$ cat config.mk
export PLATFORM = sky130hd
export DESIGN_NAME = tbpr_queue
export DESIGN_NICKNAME = d
export VERILOG_FILES = /design/src/hw/rtl/tbpr_pkg.sv /design/src/hw/rtl/tbpr_queue.sv
export SDC_FILE = /design/constraint.sdc
export NUM_CORES = 1
export LEC_CHECK = 0
export BUFFER_PORTS_ARGS = -buffer_cell sky130_fd_sc_hd__buf_2
export CORE_MARGIN = 4
export CORE_UTILIZATION = 51
export CTS_CLUSTER_DIAMETER = 80
export DETAILED_ROUTE_END_ITERATION = 7
export GPL_TIMING_DRIVEN = 0
export PLACE_DENSITY = 0.78
export SYNTH_ARGS = -nofsm -noshare
export SYNTH_HDL_FRONTEND = slang
export SYNTH_SLANG_ARGS = --single-unit
$ cat constraint.sdc
create_clock -name i_clk -period 2.85 [get_ports i_clk]
set_input_delay 0.1425 -clock i_clk [delete_from_list [all_inputs] [get_ports i_clk]]
set_output_delay 0.1425 -clock i_clk [all_outputs]
set_load 0.01 [all_outputs]
$ cat src/hw/rtl/tbpr_pkg.sv
// Shared types and constants of the tile background pixel renderer.
`timescale 1ns / 1ps

package tbpr_pkg;

    localparam int VRAM_BYTES     = 8192;
    localparam int VRAM_AW        = $clog2(VRAM_BYTES);
    localparam int SCREEN_COLUMNS = 160;
    localparam int SCREEN_ROWS    = 144;
    localparam int QUEUE_DEPTH    = 2;
    localparam int QUEUE_PW       = $clog2(QUEUE_DEPTH);
    localparam int QUEUE_CW       = $clog2(QUEUE_DEPTH + 1);

    localparam logic [VRAM_AW-1:0] MAP_BASE   = VRAM_AW'(16'h1800);
    localparam logic [VRAM_AW-1:0] MAP_STRIDE = VRAM_AW'(16'h0400);

    // Configuration register indexes
    localparam logic [2:0] CFG_DISPLAY_ENABLE = 3'd0;
    localparam logic [2:0] CFG_MAP_SELECT     = 3'd1;
    localparam logic [2:0] CFG_SCROLL_X       = 3'd2;
    localparam logic [2:0] CFG_SCROLL_Y       = 3'd3;
    localparam logic [2:0] CFG_PALETTE        = 3'd4;

    localparam logic [7:0] PALETTE_RESET = 8'd252;

    // Function codes of an input word
    localparam logic FUNC_WRITE = 1'b0;
    localparam logic FUNC_PIXEL = 1'b1;

    typedef enum logic [1:0] {
        KIND_WRITE,
        KIND_PIXEL,
        KIND_BLANK
    } t_kind;

    // One classified job: a write, a pixel lookup, or a blank pixel
    typedef struct packed {
        t_kind              kind;
        logic [VRAM_AW-1:0] addr;
        logic [7:0]         data;
        logic [2:0]         fine_x;
        logic [2:0]         fine_y;
    } t_job;

    // Queue status seen by the front and the back
    typedef struct packed {
        logic full;
        logic empty;
    } t_q_status;

    typedef enum logic [1:0] {
        ST_IDLE,
        ST_TILE,
        ST_LO,
        ST_HI
    } t_back_state;

endpackage

$ cat src/hw/rtl/tbpr_queue.sv
// Short job queue between the front end and the back end.
`timescale 1ns / 1ps

module tbpr_queue (
    input  logic                 i_clk,
    input  logic                 i_rst_n,
    input  logic                 i_push,
    input  tbpr_pkg::t_job       i_job,
    input  logic                 i_pop,
    output tbpr_pkg::t_job       o_head,
    output tbpr_pkg::t_q_status  o_status
);

    tbpr_pkg::t_job                  r_slot [tbpr_pkg::QUEUE_DEPTH];
    logic [tbpr_pkg::QUEUE_PW-1:0]   r_wr_ptr;
    logic [tbpr_pkg::QUEUE_PW-1:0]   r_rd_ptr;
    logic [tbpr_pkg::QUEUE_CW-1:0]   r_count;
    logic [tbpr_pkg::QUEUE_PW-1:0]   n_wr_ptr;
    logic [tbpr_pkg::QUEUE_PW-1:0]   n_rd_ptr;
    logic [tbpr_pkg::QUEUE_CW-1:0]   n_count;

    assign o_status.full  = (r_count == tbpr_pkg::QUEUE_CW'(tbpr_pkg::QUEUE_DEPTH));
    assign o_status.empty = (r_count == '0);
    assign o_head         = r_slot[r_rd_ptr];

    // Advance pointers, wrapping at the depth
    always_comb begin
        n_wr_ptr = r_wr_ptr;
        n_rd_ptr = r_rd_ptr;
        n_count  = r_count;
        if (i_push) begin
            n_wr_ptr = (r_wr_ptr == tbpr_pkg::QUEUE_PW'(tbpr_pkg::QUEUE_DEPTH - 1))
                     ? '0 : r_wr_ptr + 1'b1;
        end
        if (i_pop) begin
            n_rd_ptr = (r_rd_ptr == tbpr_pkg::QUEUE_PW'(tbpr_pkg::QUEUE_DEPTH - 1))
                     ? '0 : r_rd_ptr + 1'b1;
        end
        if (i_push && !i_pop) begin
            n_count = r_count + 1'b1;
        end else if (i_pop && !i_push) begin
            n_count = r_count - 1'b1;
        end
    end

    always_ff @(posedge i_clk) begin
        if (!i_rst_n) begin
            r_wr_ptr <= '0;
            r_rd_ptr <= '0;
            r_count  <= '0;
        end else begin
            r_wr_ptr <= n_wr_ptr;
            r_rd_ptr <= n_rd_ptr;
            r_count  <= n_count;
        end
    end

    // Store the pushed word
    always_ff @(posedge i_clk) begin
        if (i_push) begin
            r_slot[r_wr_ptr] <= i_job;
        end
    end

endmodule

==> impl_metrics.tcl <==
set metrics [dict create \
    synth_ff_type "edfxtp_1" \
    syn-num-nets 146 \
    synth.most_common_cell "edfxtp_1" \
    synth_commonest_cells "58 x edfxtp_1, 29 x mux2_2, 5 x dfxtp_1" \
    antenna_left 0 \
    ios 64 \
    cts_tree "done" \
    diodes 0 \
    dieArea_um2 5670 \
    ys_seq_elements 63 \
    synthArstFlopShare_pct 0 \
    register_area_um2 1840 \
    area_delta_synth_final_pct 38.4 \
    ff2ff_path_depth 1 \
    fin_tns_setup_ps 0 \
    start_util_pct 53.0 \
    grt_max_degree 31 \
    worstPathRequired_ps 2710 \
    rrSetupSlack_ps 1450 \
    synth_edf_count 58 \
    drt_iter0_drc 52 \
    period_needed_ps 1730 \
    yosysWarnings 0 \
    relSlewSlack_pct 42.8 \
    drive_gt1_share_pct 50.2 \
    place.detailed.hpwl_um 2700 \
    cp.arrival_ps 1590 \
    nFillCells 261 \
    clkSinkCount 63 \
    hold_viol 0 \
    multiInputGateArea_um2 449 \
    post_drt_wl_per_cell_um 15.7 \
    fp.dieH_um 75.3 \
    cp-end-kind "primary output" \
    core_area_um2 4350 \
    power_density_nw_per_um2 638 \
    drv_cap 0 \
    dieWidth_um 75.3 \
    numCtsBuffers 9 \
    synth.avg_cell_area_um2 20.6 \
    rsz0062_at_grt "no" \
    antenna_found_initial 0 \
    finalCritPeriodShare_pct 60.8 \
    grt_pass1_wl_um 6230 \
    grtUsageTotal_pct 15.9 \
    syn_inst 112 \
    status "complete, no violations" \
    synth_top_cell_area_share_pct 75.4 \
    synth_largest_area_cell "edfxtp_1" \
    clockBufferDepth 2 \
    synth.area.top_cells "edfxtp_1 75%, mux2_2 14%, dfxtp_1 4.3%, and2_1 1.1%, xor2_1 0.76%" \
    setup_viol 0 \
    routed_wl_um 4280 \
    synth_cell_types 17 \
    tightest_slew_ps 856 \
    gp_congestion 0.667 \
    skew_ps 5.05 \
    clk_latency_ps 330 \
    port_buffers 63 \
    drc 0 \
    ir_worst_vdd_mv 0.576 \
    netlist_area_um2 2310 \
    grt_pass1_vias 1375 \
    max_freq_mhz 577 \
    via_per_inst 4.91 \
    rows 24 \
    cts-root-buf "clkbuf_8" \
    worst_hold_path.num_cells 2 \
    post-cts-setup-buffers 0 \
    dp_slack_ps 990 \
    drv_slew 0 \
    clkTransAtPathRegs_ps 60 \
    leakagePower_uw 0.00125 \
    synth_seq_area_share_pct 79.8 \
    hold_class "in -> reg" \
    cts-htree-levels 3 \
    cp-start-kind "flop" \
    grt_overflow 0 \
    cp_max_fo 10 \
    final_nets 250 \
    crit_type "reg -> out" \
    setup_ws_ps 1120 \
    vias 1340 \
    drtPass1Iterations 4 \
]
[kinds of logic after synthesis]
logic type | count (synthesis) | synth area share [%]
simple gates | 9 | 2.44
xor+xnor | 3 | 1.14
fa+ha+maj | 1 | 0.542
buf+inv | 4 | 1.08
flops | 63 | 79.8
compound gates | 3 | 0.867
mux | 29 | 14.1
[worst paths after layout]
check	start	to
setup / recovery	flop	o_head[0]
hold reg to reg	r_count[1]	r_count[1]
hold / removal	i_rst_n	r_wr_ptr
setup reg to reg	r_wr_ptr	r_slot[0][27]
[registers in the layout, indices dropped and copies added (netlist names), named ones only]
signal    count
r_rd_ptr      1
r_count       2
r_slot       58
r_wr_ptr      1
[layer usage]
metal | up-vias | track usage [%] | routed length, um
li1 | 640 | - | -
met1 | 642 | 16.6 | 1610
met2 | 46 | 27.6 | 2300
met3 | 12 | 4.54 | 265
met4 | 0 | 10.3 | 114
met5 | - | 0 | 0
[stage by stage]
step	util (%)	hold slack (ps)	std cells	cell area [um2]	power, uW
after global placement	61.8	331	227	2690	1310
after floorplan	-	241	112	2310	1230
after CTS	72.0	1.08	269	3140	2050
final	73.4	65.1	273	3190	2040
after global routing	73.4	73.3	273	3190	2130
after detailed placement	61.9	334	227	2700	1320
[critical path, stage by stage, from the launching register on]
cell	delay (ps)
dfxtp_1	320
buf_2	250
buf_6	190
mux2_2	350
buf_2	140
[cell usage in the layout (no fill, tap or decap)]
| master | Yosys | final |
|---|---|---|
| nor2b_4 | 0 | 1 |
| clkbuf_1 | 0 | 2 |
| xnor2_1 | 1 | 1 |
| or3_1 | 1 | 1 |
| nor2b_1 | 2 | 1 |
| nor2_1 | 1 | 1 |
| and2b_2 | 1 | 1 |
| inv_1 | 1 | 1 |
| ha_1 | 1 | 1 |
| clkinv_1 | 0 | 1 |
| clkinv_2 | 0 | 3 |
| buf_6 | 1 | 1 |
| bufinv_16 | 0 | 1 |
| edfxtp_1 | 58 | 58 |
| o21ai_0 | 1 | 1 |
| and2_1 | 4 | 4 |
| xor2_1 | 2 | 2 |
| clkbuf_8 | 0 | 9 |
| buf_2 | 2 | 65 |
| mux2_2 | 29 | 29 |
| o21a_1 | 1 | 1 |
| dlygate4sd3_1 | 0 | 29 |
| dfxtp_1 | 5 | 5 |
| buf_16 | 0 | 1 |
| a21boi_1 | 1 | 1 |
[power breakdown]
part	internal, uW	switching [uW]	leakage, uW	total (uW)
combinational	137	117	0.000568	254
sequential	1070	16.6	0.000586	1080
clock	397	306	0.0000945	703
[repair_timing]
item	CTS	global route
resized for setup	0	0
hold endpoints to repair	48	6
hold buffers	26	3
[area by class of cell]
cell class / instances / share of cell area [%]
plain buffers: 3 / 0.666
flip-flops and latches: 63 / 57.7
inverters: 1 / 0.118
well taps: 52 / 2.04
repair buffers: 93 / 19.8
multi-input cells: 45 / 14.1
clock inverters: 5 / 1.53
clock buffers: 11 / 4.11
(Power assumes the default switching activity.)
