$ cat config.mk
export PLATFORM = sky130hd
export DESIGN_NAME = tbpr_front
export DESIGN_NICKNAME = d
export VERILOG_FILES = /design/src/hw/rtl/tbpr_pkg.sv /design/src/hw/rtl/tbpr_front.sv
export SDC_FILE = /design/constraint.sdc
export NUM_CORES = 1
export LEC_CHECK = 0
export ABC_AREA = 1
export BUFFER_PORTS_ARGS = -buffer_cell sky130_fd_sc_hd__clkbuf_2
export CORE_MARGIN = 8
export CORE_UTILIZATION = 38
export DETAILED_ROUTE_END_ITERATION = 16
export PLACE_DENSITY = 0.85
export SLEW_MARGIN = 20
export SYNTH_ARGS = -nofsm -noshare
export SYNTH_HDL_FRONTEND = slang
export SYNTH_SLANG_ARGS = --single-unit
$ cat constraint.sdc
create_clock -name vclk -period 1.9
set_clock_uncertainty 0.2 [all_clocks]
set_input_delay 0.19 -clock vclk [all_inputs]
set_output_delay 0.19 -clock vclk [all_outputs]
set_load 0.03 [all_outputs]
$ cat src/hw/rtl/tbpr_pkg.sv
// Shared types and constants of the tile background pixel renderer.
`timescale 1ns / 1ps

package tbpr_pkg;

    localparam int VRAM_BYTES     = 8192;
    localparam int VRAM_AW        = $clog2(VRAM_BYTES);
    localparam int SCREEN_COLUMNS = 160;
    localparam int SCREEN_ROWS    = 144;
    localparam int QUEUE_DEPTH    = 2;
    localparam int QUEUE_PW       = $clog2(QUEUE_DEPTH);
    localparam int QUEUE_CW       = $clog2(QUEUE_DEPTH + 1);

    localparam logic [VRAM_AW-1:0] MAP_BASE   = VRAM_AW'(16'h1800);
    localparam logic [VRAM_AW-1:0] MAP_STRIDE = VRAM_AW'(16'h0400);

    // Configuration register indexes
    localparam logic [2:0] CFG_DISPLAY_ENABLE = 3'd0;
    localparam logic [2:0] CFG_MAP_SELECT     = 3'd1;
    localparam logic [2:0] CFG_SCROLL_X       = 3'd2;
    localparam logic [2:0] CFG_SCROLL_Y       = 3'd3;
    localparam logic [2:0] CFG_PALETTE        = 3'd4;

    localparam logic [7:0] PALETTE_RESET = 8'd252;

    // Function codes of an input word
    localparam logic FUNC_WRITE = 1'b0;
    localparam logic FUNC_PIXEL = 1'b1;

    typedef enum logic [1:0] {
        KIND_WRITE,
        KIND_PIXEL,
        KIND_BLANK
    } t_kind;

    // One classified job: a write, a pixel lookup, or a blank pixel
    typedef struct packed {
        t_kind              kind;
        logic [VRAM_AW-1:0] addr;
        logic [7:0]         data;
        logic [2:0]         fine_x;
        logic [2:0]         fine_y;
    } t_job;

    // Queue status seen by the front and the back
    typedef struct packed {
        logic full;
        logic empty;
    } t_q_status;

    typedef enum logic [1:0] {
        ST_IDLE,
        ST_TILE,
        ST_LO,
        ST_HI
    } t_back_state;

endpackage

$ cat src/hw/rtl/tbpr_front.sv
// Front end: classifies input words and computes the tile map address.
`timescale 1ns / 1ps

module tbpr_front (
    input  logic                          i_start,
    input  logic                          i_func,
    input  logic [tbpr_pkg::VRAM_AW-1:0]  i_vram_address,
    input  logic [7:0]                    i_vram_data,
    input  logic [7:0]                    i_screen_x,
    input  logic [7:0]                    i_screen_y,
    input  logic                          i_display_enable,
    input  logic                          i_map_select,
    input  logic [7:0]                    i_scroll_x,
    input  logic [7:0]                    i_scroll_y,
    input  tbpr_pkg::t_q_status           i_q_status,
    output logic                          o_busy,
    output logic                          o_push,
    output tbpr_pkg::t_job                o_job
);

    logic [7:0]                   bg_x;
    logic [7:0]                   bg_y;
    logic                         off_screen;
    logic [tbpr_pkg::VRAM_AW-1:0] map_addr;

    // Scroll into the 256x256 background, wrapping
    assign bg_x = i_screen_x + i_scroll_x;
    assign bg_y = i_screen_y + i_scroll_y;

    assign off_screen = ({1'b0, i_screen_x} >= 9'(tbpr_pkg::SCREEN_COLUMNS))
                     || ({1'b0, i_screen_y} >= 9'(tbpr_pkg::SCREEN_ROWS));

    assign map_addr = tbpr_pkg::MAP_BASE
                    + (i_map_select ? tbpr_pkg::MAP_STRIDE : '0)
                    + tbpr_pkg::VRAM_AW'({bg_y[7:3], bg_x[7:3]});

    assign o_busy = i_q_status.full;
    assign o_push = i_start && !i_q_status.full;

    // Classify the word
    always_comb begin
        o_job.fine_x = bg_x[2:0];
        o_job.fine_y = bg_y[2:0];
        o_job.data   = i_vram_data;
        if (i_func == tbpr_pkg::FUNC_WRITE) begin
            o_job.kind = tbpr_pkg::KIND_WRITE;
            o_job.addr = i_vram_address;
        end else if (!i_display_enable || off_screen) begin
            o_job.kind = tbpr_pkg::KIND_BLANK;
            o_job.addr = map_addr;
        end else begin
            o_job.kind = tbpr_pkg::KIND_PIXEL;
            o_job.addr = map_addr;
        end
    end

endmodule

==> metrics.txt, run 1 <==
crit path DAT 1.51 ns; Post-Syn Nets 230; Buffers on Ports 73; fmax 0.5267 GHz; CTS Hold Bufs 0; beginning of the worst hold path i_vram_data[1]; most frequent cells in the layout clkbuf_2, nand2_1, inv_1; vias in the first global route 1,090; Initial Util about two fifths; unrepaired setup endpoints after global routing true; die area slightly above 4000 µm²; final sequential cell count 0; Detailed Route Iter0 Violations 24; Die X 64.15 µm; Finish-stage setup viols 0; Synth warnings 0; period utilization ~100%; Final TNS setup 0 ns; post-DR wirelength/cell about 11 µm; ANT cells 0; DRC 0; Seq. cell area 0 µm²; layout cells sized above 1 43.69%; row count 17; Worst setup SP type input port; crit path capture type output port; mapped cell area 880.8 µm²; min Tclk post-route 1.899 ns; largest net degree at the start of global routing 17; Slew Viols, Final 0; Rel. slew slack between 80 and 90%; syn_area_per_cell around 5.7 µm²; type of the most critical hold path in -> out; Worst-Margin Slew 0.2671 ns; CP Max Fanout 2; first-pass GRT wire length 4319 µm; WP data required 1.51 ns; status finished clean; critical path class in -> out; die height 64.15 µm; post-synthesis sequential area ratio 0%; FILL cells 223; Final Core Density 62.16%; Synth Instances 155; vias 1,149; Core Footprint around 2200 µm²; hold path depth 0; drt pass-1 iters 4; CLK BUF 0; GP Congestion between 0.7 and 0.8; P&R area growth vs syn 56.11%; I/O pin count 90; Yosys cell types 20; area occupied by multi-input gates 803.3 µm²; Overflow after GRT 0; Hold EP o_job[7]; Post-DP HPWL 2365 µm; pwr dens ~360 nW/µm²; max-cap check violation count 0; post-DR vias/cell 4.596; Leakage between 0.8 and 0.9 nW; total global-route track usage 11.75%; antenna violations before repair 0; worst vdd ir 0.0002389 V; crit path launch i_scroll_y[0]; Hold Violations, Final 0; Net count, final 299; DRT Wirelength 2711 µm; final hold slack 0.1800 ns; post-route ant nets 0; most common library cell in the layout ignoring fill and taps clkbuf_2
[cell usage after synthesis]
cell type  instances  share of area (%)
buf_2              1               0.57
o21ai_1            5                2.8
and2_4             1               0.99
ha_1              14                 20
a21oi_1            5                2.8
fa_1               2                4.5
nand3_1           15                8.5
nand2_2            1               0.71
nand3b_1           3                2.6
xor2_1             4                4.0
nand2_1           57                 24
inv_2              2               0.85
clkbuf_8           1                1.6
buf_4              9                7.7
nor3_1             2                1.1
or2_1              3                2.1
xnor2_1            3                3.0
inv_1             19                8.1
nor2_1             7                3.0
o21a_1             1               0.85
[power breakdown]
group          switching (mW)  total [mW]  internal (mW)
registers                   0           0              0
clock network               0           0              0
logic                   0.292       0.497          0.204
[area by class of cell]
cell class | count | share of cell area (%)
inverters | 21 | 5.732
repair buffers | 78 | 33.30
multi-input cells | 123 | 58.42
well taps | 28 | 2.548
[stage by stage]
| stage | worst slack, ns | instance area [µm²] | power (mW) | cells |
|---|---|---|---|---|
| finish | 0.001314 | 1375 | 0.4966 | 250 |
| global route | -0.05193 | 1375 | 0.5471 | 250 |
| CTS | -0.001740 | 1249 | 0.4628 | 248 |
| detailed placement | -0.08557 | 1221 | 0.4485 | 248 |
| global placement | -0.07082 | 1221 | 0.4410 | 248 |
| floorplan | 0.004217 | 884.6 | 0.3436 | 155 |
[worst max path at each step]
| stage | slack, ns | to | cells past startpoint |
|---|---|---|---|
| after global placement | -0.07 | o_job[17] | 11 |
| after detailed placement | -0.09 | o_job[17] | 11 |
| after CTS | -0.002 | o_job[17] | 11 |
| final | 0.001 | o_job[20] | 10 |
| after global routing | -0.05 | o_job[20] | 10 |
| after floorplan | 0.004 | o_job[15] | 7 |
[routing by layer]
| layer | track usage, % | wire [µm] |
|---|---|---|
| met1 | 11.02 | 984 |
| met2 | 24.97 | 1478 |
| met5 | 0 | 0 |
| met3 | 3.833 | 248 |
| met4 | 0 | 0 |
[critical path, stage by stage]
cell	delay [ns]
buf_6	0.10
ha_4	0.15
fa_2	0.36
nand2_1	0.08
nand2_1	0.07
and2_4	0.14
nand2_2	0.05
nand2_2	0.05
o21ai_2	0.14
clkbuf_8	0.17
[what timing repair did]
action | in CTS | in global routing
setup endpoints to repair | 4 | 7
resized for setup | 8 | 26
pin swaps | 0 | 11
setup buffers | 0 | 2
cloned | 0 | 0
[cell families (layout without fill, tap and decap cells)]
| kind of cell | Yosys count | after routing | synth area share [%] |
|---|---|---|---|
| compound gates | 11 | 11 | 6.534 |
| buf+inv | 32 | 99 | 18.75 |
| simple gates | 89 | 89 | 43.33 |
| xor+xnor | 7 | 7 | 6.960 |
| fa+ha+maj | 16 | 16 | 24.43 |
(Power assumes the default switching activity.)
==> inputs of run 2 (changes only) <==
REMOVE_ABC_BUFFERS = 1   (was not set)
==> run 2 against run 1 <==
Via count up 2.2%. Critical path depth up 1. Flip-flop and latch count unchanged. Power up 1.4%. Final cell count up 0.40%. Combinational power up 1%. Critical endpoint is now o_job[22].
==> metrics.txt, run 2 (same netlist as run 1, synthesis figures left out) <==
DRC 0; type of the most critical hold path in -> out; crit path DAT 1.48 ns; Placed Cells between 200 and 250; pwr dens 363.7 nW/µm²; critical path class in -> out; P&R area growth vs syn 57.24%; Crit-path slowest cell fa_2; final cell count without fillers 251; total global-route track usage 12.07%; I/O pin count 90; CP Max Fanout 2; Hold Violations, Final 0; Finish-stage setup viols 0; Net count, final 300; Detailed Route Iter0 Violations ~60; ANT cells 0; most frequent cells in the layout clkbuf_2, nand2_1, inv_1; post-DR wirelength/cell roughly 12 µm; CTS Hold Bufs 0; Top cell by count, worst path nand2_1; min Tclk post-route 1.865 ns; final sequential cell count 0; worst path cell trace buf_6 > ha_4 > fa_2 > nand2_2 > nand2_2 > nand3b_1 > nand2_1 > nand2_1 > nand3_1 > nand2_1 > buf_8; Post-DP HPWL 2394 µm; Seq. cell area 0 µm²; max-cap check violation count 0; most common library cell in the layout ignoring fill and taps clkbuf_2; Die X roughly 64 µm; fmax approximately 0.54 GHz; layout cells sized above 1 a little over two fifths; antenna violations before repair 0; Initial Util 39.82%; die height ~64 µm; first-pass GRT wire length between 4000 and 5000 µm; Rel. slew slack 81.41%; post-DR vias/cell 4.677; largest net degree at the start of global routing 17; period utilization 98.17%; drt pass-1 iters 4; Worst setup SP type input port; CLK BUF 0; Core Footprint 2212 µm²; Final TNS setup 0 ns; DRT Wirelength 2949 µm; CP max stage delay 0.37 ns; Buffers on Ports 73; Overflow after GRT 0; vias in the first global route 1,060; Slew Viols, Final 0; post-route ant nets 0; worst vdd ir between 0.0002 and 0.0003 V; vias roughly 1.2k; row count 17; die area around 4100 µm²; Leakage 0.8453 nW; WP data required 1.51 ns; unrepaired setup endpoints after global routing true; GP Congestion 0.7314; crit path capture type output port; Worst-Margin Slew 0.2784 ns; status finished clean
run 2: final timing paths:
kind | startpoint | end | slack [ns] | depth (start not counted)
worst max-delay path | i_scroll_y[0] | o_job[22] | 0.03 | 11
worst min-delay path | i_vram_data[1] | o_job[7] | 0.18 | 0
run 2: metrics by stage:
stage          setup slack (ns)  power [mW]  cell area (µm²)  util [%]  hold slack, ns
2_1_floorplan          -0.06445      0.3013            794.5         -          0.1800
3_3_place_gp           -0.06232      0.4374             1217     55.03          0.1802
3_5_place_dp           -0.07145      0.4439             1217     55.03          0.1802
4_1_cts                0.004645      0.4574             1245     56.28          0.1802
5_1_grt                -0.08690      0.5538             1385     62.61          0.1802
6_report                0.03468      0.5038             1385     62.61          0.1802
run 2: what timing repair did:
action                     in CTS  in global routing
gates resized for setup         8                 27
buffers inserted                0                  3
setup endpoints to repair       4                  7
pin swaps                       0                 12
run 2: layer usage:
layer  wire [µm]  GRT usage [%]  share of wire [%]
met1        1142          11.82                 39
met2        1679          26.60                 57
met3         126          1.742                4.3
met4           0              0                  0
met5           0              0                  0
run 2: layout make-up:
cell class | count | area (µm²)
multi-input combinational | 123 | 803.3
fill | 217 | 827.0
tap | 28 | 35.03
inverter | 21 | 78.83
timing repair buffer | 79 | 467.9
run 2: power breakdown:
group          switching (mW)  internal [mW]
clock network               0              0
registers                   0              0
logic                   0.294          0.210
total                   0.294          0.210
run 2: critical path: cells and delay by family:
kind / cells / cell delay [ns]
adder cells (fa/ha/maj): 2 / 0.53
buffers and inverters: 2 / 0.23
AND/OR/NAND/NOR: 7 / 0.52
==> inputs of run 3 (changes only) <==
PLACE_DENSITY = 0.83   (was 0.85)
clock period = 1.8 ns   (was 1.9 ns; I/O delays follow)
==> run 3 against run 2 <==
The flow now finishes with violations (setup timing). Utilization up 2.6 points. Die area unchanged. Critical path depth unchanged. Non-clock buffer count up 2. Flip-flop and latch count unchanged. Cell area up 4.2%. Power up 11%. Worst hold slack worse by 0.020 ns. Critical endpoint is now o_job[17]. Sequential share of layout area unchanged.
==> metrics.txt, run 3 (same netlist as run 1, synthesis figures left out) <==
pwr dens 388.5 nW/µm²; Sw Ratio 57.52%; Die X 64.15 µm; row count 17; M1 WL 1170 µm; Finish-stage setup viols 3; vias in the first global route 1,184; period utilization 102.4%; post-DR wirelength/cell 12.22 µm; Buffers on Ports 73; Int Pwr 0.2381 mW; layout cells sized above 1 46.67%; status complete, but fails checks; min Tclk post-route 1.843 ns; GP Congestion 0.7764; DRC 0; max-cap check violation count 0; Overflow after GRT 0; Hold Violations, Final 0; final sequential cell count 0; Rel. slew slack between 80 and 90%; Leakage 0.8618 nW; post-DR vias/cell 4.771; largest net degree at the start of global routing 17; Slew Viols, Final 0; I/O pin count 90; WP data required between 1 and 1.5 ns; Initial Util about two fifths; Post-DP HPWL 2470 µm; die height 64.15 µm; Worst setup SP type input port; met3 WL 157 µm; Area after DPL 1240 µm²; vias 1,207; share of power burned in registers 0%; CP Max Fanout 2; most frequent cells in the layout clkbuf_2, nand2_1, inv_1; Psw between 0.3 and 0.4 mW; post-route ant nets 0; DRT Wirelength ~3100 µm; crit path capture type output port; worst setup margin -0.04266 ns; Comb pwr share 100.0%; failing checks setup timing; ANT cells 0; total global-route track usage 13.24%; drt pass-1 iters 4; critical path class in -> out; crit path launch i_screen_x[0]; Final Core Density 65.21%; most common library cell in the layout ignoring fill and taps clkbuf_2; Met2 Wirelength 1714 µm; Core Footprint 2212 µm²; unrepaired setup endpoints after global routing true; crit path DAT ~1.5 ns; type of the most critical hold path in -> out; die area 4115 µm²; fmax between 0.5 and 0.6 GHz; Net count, final 302; Detailed Route Iter0 Violations 36; P&R area growth vs syn 63.78%; design area 1443 µm²; Worst-Margin Slew 0.2619 ns; Clock Power Share 0%; CTS Hold Bufs 0; beginning of the worst hold path i_vram_data[1]; uppermost layer routed met4; Seq. cell area 0 µm²; worst vdd ir 0.0002532 V; first-pass GRT wire length a little under 5000 µm; antenna violations before repair 0; CLK BUF 0
[run 3: changes by cell type in the layout (fill, tap and decap cells not counted), sizes merged]
cell,before,now
buf,13,16
clkbuf,66,65
[run 3: metal layers]
metal  track usage [%]  up-vias
met5                 0        -
met4             1.907        0
met3             2.613        7
met2             26.98       41
met1             13.62      539
li1                  -      620
[run 3: what timing repair did]
| action | in CTS | in global routing |
|---|---|---|
| buffers inserted | 2 | 0 |
| setup endpoints to repair | 4 | 10 |
| gates resized for setup | 16 | 31 |
| pin swaps | 7 | 14 |
[run 3: stage by stage]
| stage | total power, mW | setup slack, ns | hold WS (ns) | setup TNS, ns | instances |
|---|---|---|---|---|---|
| finish | 0.5604 | -0.04266 | 0.1602 | -0.1070 | 253 |
| global route | 0.6152 | -0.1036 | 0.1602 | -0.4389 | 253 |
| CTS | 0.5099 | -0.05325 | 0.1603 | -0.1733 | 253 |
| detailed placement | 0.4793 | -0.1583 | 0.1603 | -0.5671 | 251 |
| global placement | 0.4693 | -0.1429 | 0.1603 | -0.4906 | 251 |
| floorplan | 0.3180 | -0.1444 | 0.1600 | -0.2202 | 144 |
[run 3: worst max-delay path, cell delays in order]
cell	delay, ns
clkbuf_2	0.10
ha_4	0.16
fa_2	0.34
nand2_2	0.07
nand3_2	0.07
nand3b_1	0.13
nand2_1	0.06
nand2_1	0.05
nand3_1	0.06
nand2_1	0.11
buf_8	0.13
[run 3: final timing paths]
| check | slack, ns | cells after the start | endpoint |
|---|---|---|---|
| setup / recovery | -0.04 | 11 | o_job[17] |
| hold / removal | 0.16 | 0 | o_job[7] |
[run 3: cell type report]
type | count | area, µm²
well taps | 28 | 35.03
fillers | 218 | 769.5
multi-input cells | 123 | 845.8
inverters | 21 | 78.83
repair buffers | 81 | 483.0
[run 3: power by group through the flow]
stage / registers, mW / clock network [mW] / logic, mW
floorplan: 0 / 0 / 0.318
finish: 0 / 0 / 0.560
CTS: 0 / 0 / 0.510
global placement: 0 / 0 / 0.469
detailed placement: 0 / 0 / 0.479
global route: 0 / 0 / 0.615
